**config.mk**
```make
export PLATFORM = sky130hd
export DESIGN_NAME = hashed_material_pixel_shader_core
export DESIGN_NICKNAME = d
export VERILOG_FILES = /design/src/rtl/hmps_pkg.sv /design/src/rtl/hashed_material_pixel_shader_core.sv
export SDC_FILE = /design/constraint.sdc
export NUM_CORES = 2
export LEC_CHECK = 0
export BUFFER_PORTS_ARGS = -buffer_cell sky130_fd_sc_hd__buf_2
export CAP_MARGIN = 20
export CORE_MARGIN = 2
export CORE_UTILIZATION = 55
export DETAILED_ROUTE_END_ITERATION = 16
export PLACE_DENSITY = 0.76
export SYNTH_ARGS = -nofsm -noshare
export SYNTH_HDL_FRONTEND = slang
export SYNTH_SLANG_ARGS = --single-unit
```
**constraint.sdc**
```tcl
create_clock -name clk_i -period 6.1 [get_ports clk_i]
set_clock_uncertainty 0.05 [all_clocks]
set_input_delay 0.915 -clock clk_i [delete_from_list [all_inputs] [get_ports clk_i]]
set_output_delay 0.915 -clock clk_i [all_outputs]
set_load 0.02 [all_outputs]
```
**src/rtl/hmps_pkg.sv**
```systemverilog
// shared types and constants of the hashed material pixel shader
package hmps_pkg;

  // field widths
  localparam int unsigned CoordW    = 16;
  localparam int unsigned CodeInW   = 3;
  localparam int unsigned ChanW     = 8;
  localparam int unsigned RgbW      = 3 * ChanW;
  localparam int unsigned CfgIndexW = 3;
  localparam int unsigned CfgDataW  = RgbW;

  // register map
  localparam logic [CfgIndexW-1:0] CfgIdxSolidMask  = 3'd0;
  localparam logic [CfgIndexW-1:0] CfgIdxColourBase = 3'd1;

  // register file sizes and reset values
  localparam int unsigned ColourRegs     = 6;
  localparam logic [5:0]  SolidMaskReset = 6'd30;

  // hash mixing constants
  localparam logic [31:0] HashMulX   = 32'd374761393;
  localparam logic [31:0] HashMulY   = 32'd668265263;
  localparam logic [31:0] HashMulMix = 32'd1274126177;

  // hash mod 1000 through reciprocal multiply: q = (h * recip) >> 38
  localparam logic [31:0] Div1000Recip = 32'h10624DD3;
  localparam logic [9:0]  Modulus      = 10'd1000;

  // brightness scale 8500 + 3k, then divide by 10000 via reciprocal (>> 36)
  localparam int unsigned ScaleW       = 14;
  localparam logic [ScaleW-1:0] ScaleBase = 14'd8500;
  localparam int unsigned ProdW        = ChanW + ScaleW;
  localparam int unsigned RecipW       = 23;
  localparam logic [RecipW-1:0] Div10kRecip = 23'd6871948;
  localparam int unsigned Div10kShift  = 36;
  localparam int unsigned QuotW        = 9;

  localparam logic [ChanW-1:0] ChanMax = 8'hFF;

  // register stages from accept to result
  localparam int unsigned PipeDepth = 9;

  typedef struct packed {
    logic [CoordW-1:0]  pixel_x;
    logic [CoordW-1:0]  pixel_y;
    logic [CodeInW-1:0] material_code;
  } pixel_in_t;

  typedef struct packed {
    logic [ChanW-1:0] red_out;
    logic [ChanW-1:0] green_out;
    logic [ChanW-1:0] blue_out;
    logic [ChanW-1:0] alpha_out;
  } pixel_out_t;

endpackage

```
**src/rtl/hashed_material_pixel_shader_core.sv**
```systemverilog
// hashed material pixel shader: nine-stage pipeline from pixel item to rgba result
//
// Usage
//   Pixel items enter on pixel_i; an item is taken at a rising edge where start is
//   high and busy is low. busy is high only while reset is held and for the first
//   cycle after it; afterwards one item is taken in every cycle where start is high.
//   Each item gives one result on result_o, marked by result_valid_o for exactly
//   one cycle, once it has passed through the nine register stages. Results leave in order.
//   Throughput is one item per cycle once busy is low; the pipeline depth is set by the
//   dependent multiplies (coordinate products, hash mix, mod-1000 reciprocal, channel
//   scale, divide by 10000 reciprocal), each followed by a register stage.
//   The receiver cannot stall, so the pipeline never holds; valid bits move with
//   the data every cycle.
//   Configuration is written on the cfg channel (cfg_ready_o is always high):
//   index 0 is the solid mask, index 1 to 6 the colour of material 0 to 5.
//   Writes to other indexes are dropped. Write only while no item is in flight.
//   Reset clears the pipeline valid bits and loads the register reset values
//   (solid mask 30, colours zero).
module hashed_material_pixel_shader_core
  import hmps_pkg::*;
#(
  parameter int unsigned MATERIAL_COUNT = 6
) (
  input  logic                 clk_i,
  input  logic                 rst_ni,
  input  logic                 start,
  output logic                 busy,
  input  pixel_in_t            pixel_i,
  output logic                 result_valid_o,
  output pixel_out_t           result_o,
  input  logic                 cfg_valid_i,
  output logic                 cfg_ready_o,
  input  logic [CfgIndexW-1:0] cfg_index_i,
  input  logic [CfgDataW-1:0]  cfg_data_i
);

  localparam int unsigned NumColours = (MATERIAL_COUNT < ColourRegs) ? MATERIAL_COUNT
                                                                     : ColourRegs;
  localparam int unsigned ColIdxW    = (NumColours > 1) ? $clog2(NumColours) : 1;

  // configuration registers
  logic [NumColours-1:0] mask_q;
  logic [RgbW-1:0]       colour_q [NumColours];
  logic [CfgIndexW-1:0]  cfg_col_idx;
  logic                  cfg_col_hit;

  assign cfg_ready_o = 1'b1;
  assign cfg_col_idx = cfg_index_i - CfgIdxColourBase;
  assign cfg_col_hit = (cfg_index_i != CfgIdxSolidMask) &&
                       (cfg_col_idx < CfgIndexW'(NumColours));

  always_ff @(posedge clk_i or negedge rst_ni) begin
    if (!rst_ni) begin
      mask_q <= SolidMaskReset[NumColours-1:0];
      for (int i = 0; i < NumColours; i++) begin
        colour_q[i] <= '0;
      end
    end else if (cfg_valid_i && cfg_ready_o) begin
      if (cfg_index_i == CfgIdxSolidMask) begin
        mask_q <= cfg_data_i[NumColours-1:0];
      end else if (cfg_col_hit) begin
        colour_q[cfg_col_idx[ColIdxW-1:0]] <= cfg_data_i;
      end
    end
  end

  // control: busy during reset and in the cycle after it, valid bits down the pipe
  logic                 busy_q;
  logic [PipeDepth-1:0] vld_q;
  logic                 accept;

  assign busy   = busy_q;
  assign accept = start && !busy_q;

  always_ff @(posedge clk_i or negedge rst_ni) begin
    if (!rst_ni) begin
      busy_q <= 1'b1;
      vld_q  <= '0;
    end else begin
      busy_q <= 1'b0;
      vld_q  <= {vld_q[PipeDepth-2:0], accept};
    end
  end

  // material lookup at entry
  logic            in_solid;
  logic [RgbW-1:0] in_rgb;

  always_comb begin
    in_solid = 1'b0;
    in_rgb   = '0;
    if (pixel_i.material_code < CodeInW'(NumColours)) begin
      in_solid = mask_q[pixel_i.material_code[ColIdxW-1:0]];
      in_rgb   = colour_q[pixel_i.material_code[ColIdxW-1:0]];
    end
  end

  // sideband: solid flag and base colour travel with the item
  logic [PipeDepth-2:0] solid_q;
  logic [RgbW-1:0]      rgb_q [PipeDepth-3];

  // datapath stage registers
  logic [31:0]        mx_q, my_q;   // s1: coordinate products
  logic [31:0]        t_q;          // s2: sum with xor-shift
  logic [31:0]        m_q;          // s3: mix multiply
  logic [31:0]        h_q;          // s4: final hash
  logic [31:0]        h5_q;         // s5: hash kept for remainder
  logic [63:0]        p_q;          // s5: reciprocal product
  logic [9:0]         k_q;          // s6: hash mod 1000
  logic [ProdW-1:0]   prod_q [3];   // s7: channel times scale
  logic [ProdW+RecipW-1:0] rcp_q [3]; // s8: reciprocal products
  pixel_out_t         out_q;        // s9: result

  // combinational pieces between stages
  logic [31:0]        h1, m_sh, quot_x1000;
  logic [22:0]        quot;
  logic [ScaleW-1:0]  scale;
  logic [ChanW-1:0]   chan [3];
  logic [QuotW-1:0]   dq [3];
  logic [ChanW-1:0]   shaded [3];

  assign h1         = mx_q + my_q;
  assign m_sh       = m_q ^ (m_q >> 16);
  assign quot       = p_q[60:38];
  assign quot_x1000 = 32'(quot) * 32'(Modulus);
  assign scale      = ScaleBase + ScaleW'(k_q) + ScaleW'({k_q, 1'b0});
  assign chan[0]    = rgb_q[PipeDepth-4][23:16];
  assign chan[1]    = rgb_q[PipeDepth-4][15:8];
  assign chan[2]    = rgb_q[PipeDepth-4][7:0];

  // divide by 10000 and saturate
  always_comb begin
    for (int c = 0; c < 3; c++) begin
      dq[c]     = rcp_q[c][Div10kShift +: QuotW];
      shaded[c] = (dq[c] > QuotW'(ChanMax)) ? ChanMax : dq[c][ChanW-1:0];
    end
  end

  always_ff @(posedge clk_i) begin
    // s1
    mx_q <= 32'(32'(pixel_i.pixel_x) * HashMulX);
    my_q <= 32'(32'(pixel_i.pixel_y) * HashMulY);
    // s2
    t_q  <= h1 ^ (h1 >> 13);
    // s3
    m_q  <= 32'(t_q * HashMulMix);
    // s4
    h_q  <= m_sh;
    // s5
    h5_q <= h_q;
    p_q  <= 64'(h_q) * 64'(Div1000Recip);
    // s6
    k_q  <= 10'(h5_q - quot_x1000);
    // s7, s8
    for (int c = 0; c < 3; c++) begin
      prod_q[c] <= ProdW'(chan[c]) * ProdW'(scale);
      rcp_q[c]  <= (ProdW + RecipW)'(prod_q[c]) * (ProdW + RecipW)'(Div10kRecip);
    end
    // s9
    if (solid_q[PipeDepth-2]) begin
      out_q <= '{red_out: shaded[0], green_out: shaded[1], blue_out: shaded[2],
                 alpha_out: ChanMax};
    end else begin
      out_q <= '0;
    end
    // sideband shift
    solid_q  <= {solid_q[PipeDepth-3:0], in_solid};
    rgb_q[0] <= in_rgb;
    for (int s = 1; s < PipeDepth - 3; s++) begin
      rgb_q[s] <= rgb_q[s-1];
    end
  end

  assign result_valid_o = vld_q[PipeDepth-1];
  assign result_o       = out_q;

endmodule

```
# After elaboration in Yosys (flattened, before gate mapping)
# Memories as Yosys holds them, arrays and structs flattened.
# Index checks and enable logic that the tools add are counted.
# classes
mux	13
n_lt_le_gt_ge	9
mul	11
bitwise	5
add_sub_neg	5
n_reduce_logical	8
# op_table
operator	count
$bwmux 144	1
$mul 22x21->43 const B	3
$mux 24	4
$bmux 24 s3	1
$demux 24 s3	1
$mul 8x14->22	3
$mul 32x29->61 const B	1
$add 32x32->32	1
$mul 16x29->32 const B	1
$mul 16x30->32 const B	1
$mul 32x31->32 const B	1
$mux 8	4
$xor 32x16->32	1
$xor 32x19->32	1
$gt 9x8->1 const B	3
$mul 23x7->7 const B	1
$add 14x10->14 const A	1
$add 14x11->14	1
$sub 10x10->10	1
$ge 4x4->1 const B	2
$not 3->4	2
$lt 3x3->1 const B	2
$lt 3x4->1 const B	1
$lt 4x1->1 const B	1
10 further kinds	12
# word_totals
in_bits	66
output_inout_bits	35
ramBits	339
n_memories	3
reg_bits	441
# mem_list
name	words	word_bits	read_ports	rd_clocked_by_memory_dff	write_ports	line	rtl
rgb_q	6	24	6	0	6	hashed_material_pixel_shader_core.sv:100	logic [RgbW-1:0] rgb_q [PipeDepth-3];
rcp_q	3	43	3	0	3	hashed_material_pixel_shader_core.sv:111	logic [ProdW+RecipW-1:0] rcp_q [3];
prod_q	3	22	3	0	3	hashed_material_pixel_shader_core.sv:110	logic [ProdW-1:0] prod_q [3];

# Longest topological paths before layout
# depth
depth_word	7
mapped_depth	32
mapped_depth_nobuf	31

# Worst setup path before layout
# OpenSTA, ideal clock, no wires.
# synth_path
kind	flip-flop to flip-flop
startpoint	register h_q[16]
endpoint	register p_q[44]
path_buffers	0
arrival_ns	6.334
synth_period_minus_slack_ns	6.457
stages_incl_launch_ff	23
path_slack_ns	-0.357
required_time_ns	5.977
cell_sequence	dfxtp_1 ha_1 fa_1 fa_1 inv_1 fa_1 inv_1 fa_1 fa_1 fa_1 inv_1 fa_1 inv_1 ha_1 a21oi_2 o211ai_2 or2_1 a41oi_2 a21oi_1 a211o_1 a2111o_1 a2111o_1 o211ai_2
# synth_via
elab_chain_len	1
# synth_lines
element	line	rtl
from (decl)	hashed_material_pixel_shader_core.sv:106	logic [31:0] h_q;
from (signal assigned)	hashed_material_pixel_shader_core.sv:148	h_q <= m_sh;
$mul 32x29->61	hashed_material_pixel_shader_core.sv:151	p_q <= 64'(h_q) * 64'(Div1000Recip);
to (signal assigned)	hashed_material_pixel_shader_core.sv:151	
to (decl)	hashed_material_pixel_shader_core.sv:108	logic [63:0] p_q;
# No other way between the ends.
# A chain may end at the register's enable or synchronous reset.

# Worst setup path in the final report
# layout_path
startpoint	register h_q[7]
endpoint	register p_q[44]
# The elaborated chain is that of the path after synthesis.

==> out/qor.tcl <==
set qor(violations) {negative setup slack}
set qor(grt.total_usage) 0.264
set qor(grt_first_pass_wirelength_um) 324000
set qor(path_clk_slew_ns) 0.06
set qor(grt_pass1_vias) 62200
set qor(finalWeightedCongestion) 0.974
set qor(core_rows) 142
set qor(multiplexer_area_fraction_after_synthesis) 0.0302
set qor(maximum_number_of_pins_on_one_net_before_global_route_repair) 106
set qor(synthesis.area_um2) 83400
set qor(timing.fmax_mhz) 154
set qor(relative_slew_margins) 0.327
set qor(number_of_synthesized_flops_with_an_enable_pin) 0
set qor(critPathMaxFanout) 6
set qor(layout.nets) 11700
set qor(criticalPathCategory) {reg2reg}
set qor(holdCritPathClass) {reg2reg}
set qor(detailedRoute.firstPassIterationCount) 5
set qor(clock_insertion_delay_worst_skew_ns) 0.70
set qor(post_synth_fa_ha_maj_area_fraction) 0.576
set qor(hpwlAfterDp_um) 174000
set qor(max-cap-violations) 0
set qor(synth_compound_gate_area_share) 0.0489
set qor(final_period_minus_worst_setup_slack_ns) 6.47
set qor(synth_top_family_by_area) {adder cells}
set qor(cts_htree_levels) 3
set qor(ys_types) 78
set qor(die_area_um2) 155000
set qor(path_common_cell) {sky130_fd_sc_hd__fa_1}
set qor(period_utilization_post_route) 1.06
set qor(setup_violations) 18
set qor(dr.first_iter.drc_count) 3034
set qor(met1Wirelength_um) 83900
set qor(fp.dieH_um) 393
set qor(synth.ff_latch_count) 617
set qor(tritoncts_clock_tree) {done}
set qor(ant_nets) 0
set qor(die_w_um) 393
set qor(synthDominantAreaCellType) {sky130_fd_sc_hd__fa_1}
set qor(fin_setup_tns_ns) -2.22
set qor(routed-wl-met2_um) 101000
set qor(wl_met3_um) 10500
set qor(synth_ff_type) {sky130_fd_sc_hd__dfxtp_1}
set qor(routed_wirelength_um) 203000
set qor(synth_top_cells_by_area) {sky130_fd_sc_hd__fa_1, sky130_fd_sc_hd__ha_1, sky130_fd_sc_hd__dfxtp_1}
set qor(core_area_um2) 150000
set qor(ioPinCount) 101
set qor(remaining_drc_errors) 0
set qor(clock-root-buffer) {sky130_fd_sc_hd__clkbuf_16}
set qor(buffer_ports.inserted) 99
set qor(share_of_synthesized_cell_area_in_and_or_nand_and_nor_gates) 0.0435
set qor(post_synth_inst_count) 7852
set qor(worstPathCellList) {buf_4 > ha_1 > fa_1 > fa_1 > inv_1 > fa_1 > inv_1 > fa_1 > fa_1 > fa_1 > inv_1 > fa_1 > inv_1 > ha_1 > a21o_1 > a21o_1 > a21oi_1 > nor3b_2 > a2111o_1 > a2111o_1 > o211ai_2}
set qor(worst_path_max_delay_cell) {sky130_fd_sc_hd__fa_1}
set qor(rsz0062_at_grt) {true}
set qor(yosysWarnings) 0
set qor(nature_of_the_critical_path_endpoint) {flop}
set qor(routed.top_layer) {met5}
set qor(post_syn_nets) 10900
set qor(worst-endpoint-arrival_ns) 7.01
set qor(antenna_violations_before_repair) 14
set qor(type_of_origin_of_the_critical_path) {flop}
set qor(timing.critical_path.required_ns) 6.63
set qor(clockBufferDepth) 3
set qor(ys_seq_area_frac) 0.158
set qor(outcome) {finished, violations left}
set qor(postSynthAreaPerCell_um2) 10.6
set qor(cts_made_buffers) 72
set qor(cts_hold_buffers) 0
set qor(synth_xor_xnor_area_share) 0.0335
set qor(initial_core_utilization) 0.555
set qor(synthToLayoutAreaGrowth_pct) 15.9
set qor(yosys.area.top_type_share) 0.355
set qor(postLayoutSetupSlackWorst_ns) -0.373
set qor(worst_pin_slew_ns) 1.01
set qor(critical_path.max_stage_delay_ns) 0.51
set qor(routed_via_density) 5.19
set qor(finalMaxSlewViolations) 0
set qor(layout-drive-gt1-share) 0.182
set qor(final-hold-violation-count) 0
set qor(gr_ovfl_total) 0
set qor(routed-via-count) 55800
set qor(routed_wire_length_per_instance_um) 18.9
set qor(synth-async-reset-ratio) 0.259
set qor(cts.sink_count) 617
[kinds of logic (layout without fill, tap and decap cells)]
| kind of cell | Yosys count | after routing |
|---|---|---|
| and+or+nand+nor | 709 | 709 |
| DFF | 617 | 617 |
| muxes | 202 | 202 |
| other | 2 | 6 |
| adders and majority gates | 2954 | 2954 |
| AOI/OAI and AO/OA | 617 | 617 |
| xor gates and xnor gates | 319 | 320 |
| buffers and inverters | 2432 | 3320 |
[final timing paths]
path	from	to	slack, ns	cells past startpoint
setup / recovery	h_q[7]	p_q[44]	-0.37	21
hold reg to reg	rgb_q[4][8]	rgb_q[5][8]	0.26	0
max in group asynchronous	rst_ni	colour_q[61]	4.38	2
setup reg to reg	h_q[7]	p_q[44]	-0.37	21
hold / removal	rgb_q[4][8]	rgb_q[5][8]	0.26	0
min in group asynchronous	rst_ni	vld_q[8]	0.27	1
[placed cells by master (no fill, tap or decap), types with 45 or more instances in the layout]
| cell | netlist | final |
|---|---|---|
| sky130_fd_sc_hd__dfxtp_1 | 457 | 392 |
| sky130_fd_sc_hd__ha_4 | 0 | 90 |
| sky130_fd_sc_hd__mux2_2 | 150 | 150 |
| sky130_fd_sc_hd__and2_1 | 192 | 177 |
| sky130_fd_sc_hd__xnor2_1 | 237 | 228 |
| sky130_fd_sc_hd__buf_4 | 8 | 719 |
| sky130_fd_sc_hd__o21ai_0 | 84 | 55 |
| sky130_fd_sc_hd__a21oi_1 | 176 | 139 |
| sky130_fd_sc_hd__inv_1 | 2339 | 2291 |
| sky130_fd_sc_hd__ha_1 | 1473 | 1363 |
| sky130_fd_sc_hd__buf_2 | 0 | 97 |
| sky130_fd_sc_hd__o21a_1 | 54 | 53 |
| sky130_fd_sc_hd__fa_1 | 1481 | 1440 |
| sky130_fd_sc_hd__nor2_1 | 123 | 109 |
| sky130_fd_sc_hd__a21o_1 | 96 | 96 |
| sky130_fd_sc_hd__clkbuf_16 | 0 | 74 |
| sky130_fd_sc_hd__nand3_1 | 51 | 45 |
| sky130_fd_sc_hd__dfrtp_1 | 155 | 155 |
| sky130_fd_sc_hd__xor2_1 | 82 | 81 |
| sky130_fd_sc_hd__nand2_1 | 169 | 159 |
[final cells by class]
class	count	area (um^2)
fillers	11600	53600
clock inverters	38	513
diodes	4	10.0
inverters	2339	8800
multi-input cells	4804	63300
well taps	2016	2520
clock buffers	95	1960
repair buffers	848	6310
flip-flops and latches	617	13300
[flip-flops by register name, indices dropped and copies added, names as in the netlist]
name / flops
result_o: 25
t_q: 32
colour_q: 144
mx_q: 32
busy: 1
vld_q: 9
mask_q: 6
m_q: 32
h_q: 32
rcp_q: 27
prod_q: 66
p_q: 7
k_q: 10
rgb_q: 144
h5_q: 10
my_q: 32
solid_q: 8
[cells in the mapped netlist (all sizes together) (8+ instances only)]
cell,n
inv,2339
fa,1481
ha,1473
dfxtp,457
xnor2,237
and2,192
a21oi,177
nand2,169
dfrtp,155
mux2,150
nor2,123
a21o,97
o21ai,87
xor2,82
clkbuf,78
o21a,54
nand3,51
nor2b,39
nor3,32
nand2b,28
o22ai,28
mux2i,27
o21bai,27
a211oi,26
mux4,25
nand4,24
o211ai,21
and3,19
a31oi,17
buf,15
a31o,8
o2111ai,8
or3,8
[per-stage QoR]
step                std cells  utilization  hold WS (ns)  area (um^2)  setup slack [ns]
finish                  10800        0.644         0.264        96700            -0.373
global route            10800        0.644         0.277        96700            -0.509
CTS                     10700        0.632         0.266        95000            -0.310
detailed placement      10600        0.610         0.262        91700            -0.401
global placement        10600        0.610         0.260        91700            -0.246
floorplan                7852            -         0.260        83800           -0.0327
[metal layers]
layer / GRT usage / up-vias
met5: 0 / -
li1: - / 25800
met4: 0.0821 / 14
met2: 0.461 / 1387
met1: 0.341 / 28300
met3: 0.0358 / 419
[worst max-delay path: cells and delay by family, from the launching register on]
| family | cells | cell delay (ns) |
|---|---|---|
| compound gates | 6 | 1.61 |
| fa+ha+maj | 9 | 3.93 |
| simple gates | 1 | 0.10 |
| flops | 1 | 0.36 |
| buf+inv | 5 | 0.35 |
[repair_timing]
| item | 4_1_cts | 5_1_grt |
|---|---|---|
| setup endpoints to repair | 46 | 67 |
| cloned | 1 | 1 |
| gates resized for setup | 129 | 341 |
| pin swaps | 99 | 206 |
| setup buffers | 23 | 36 |
Power is not shown: default switching activity piles up to over one toggle a cycle in this logic, so the estimate is an artifact.
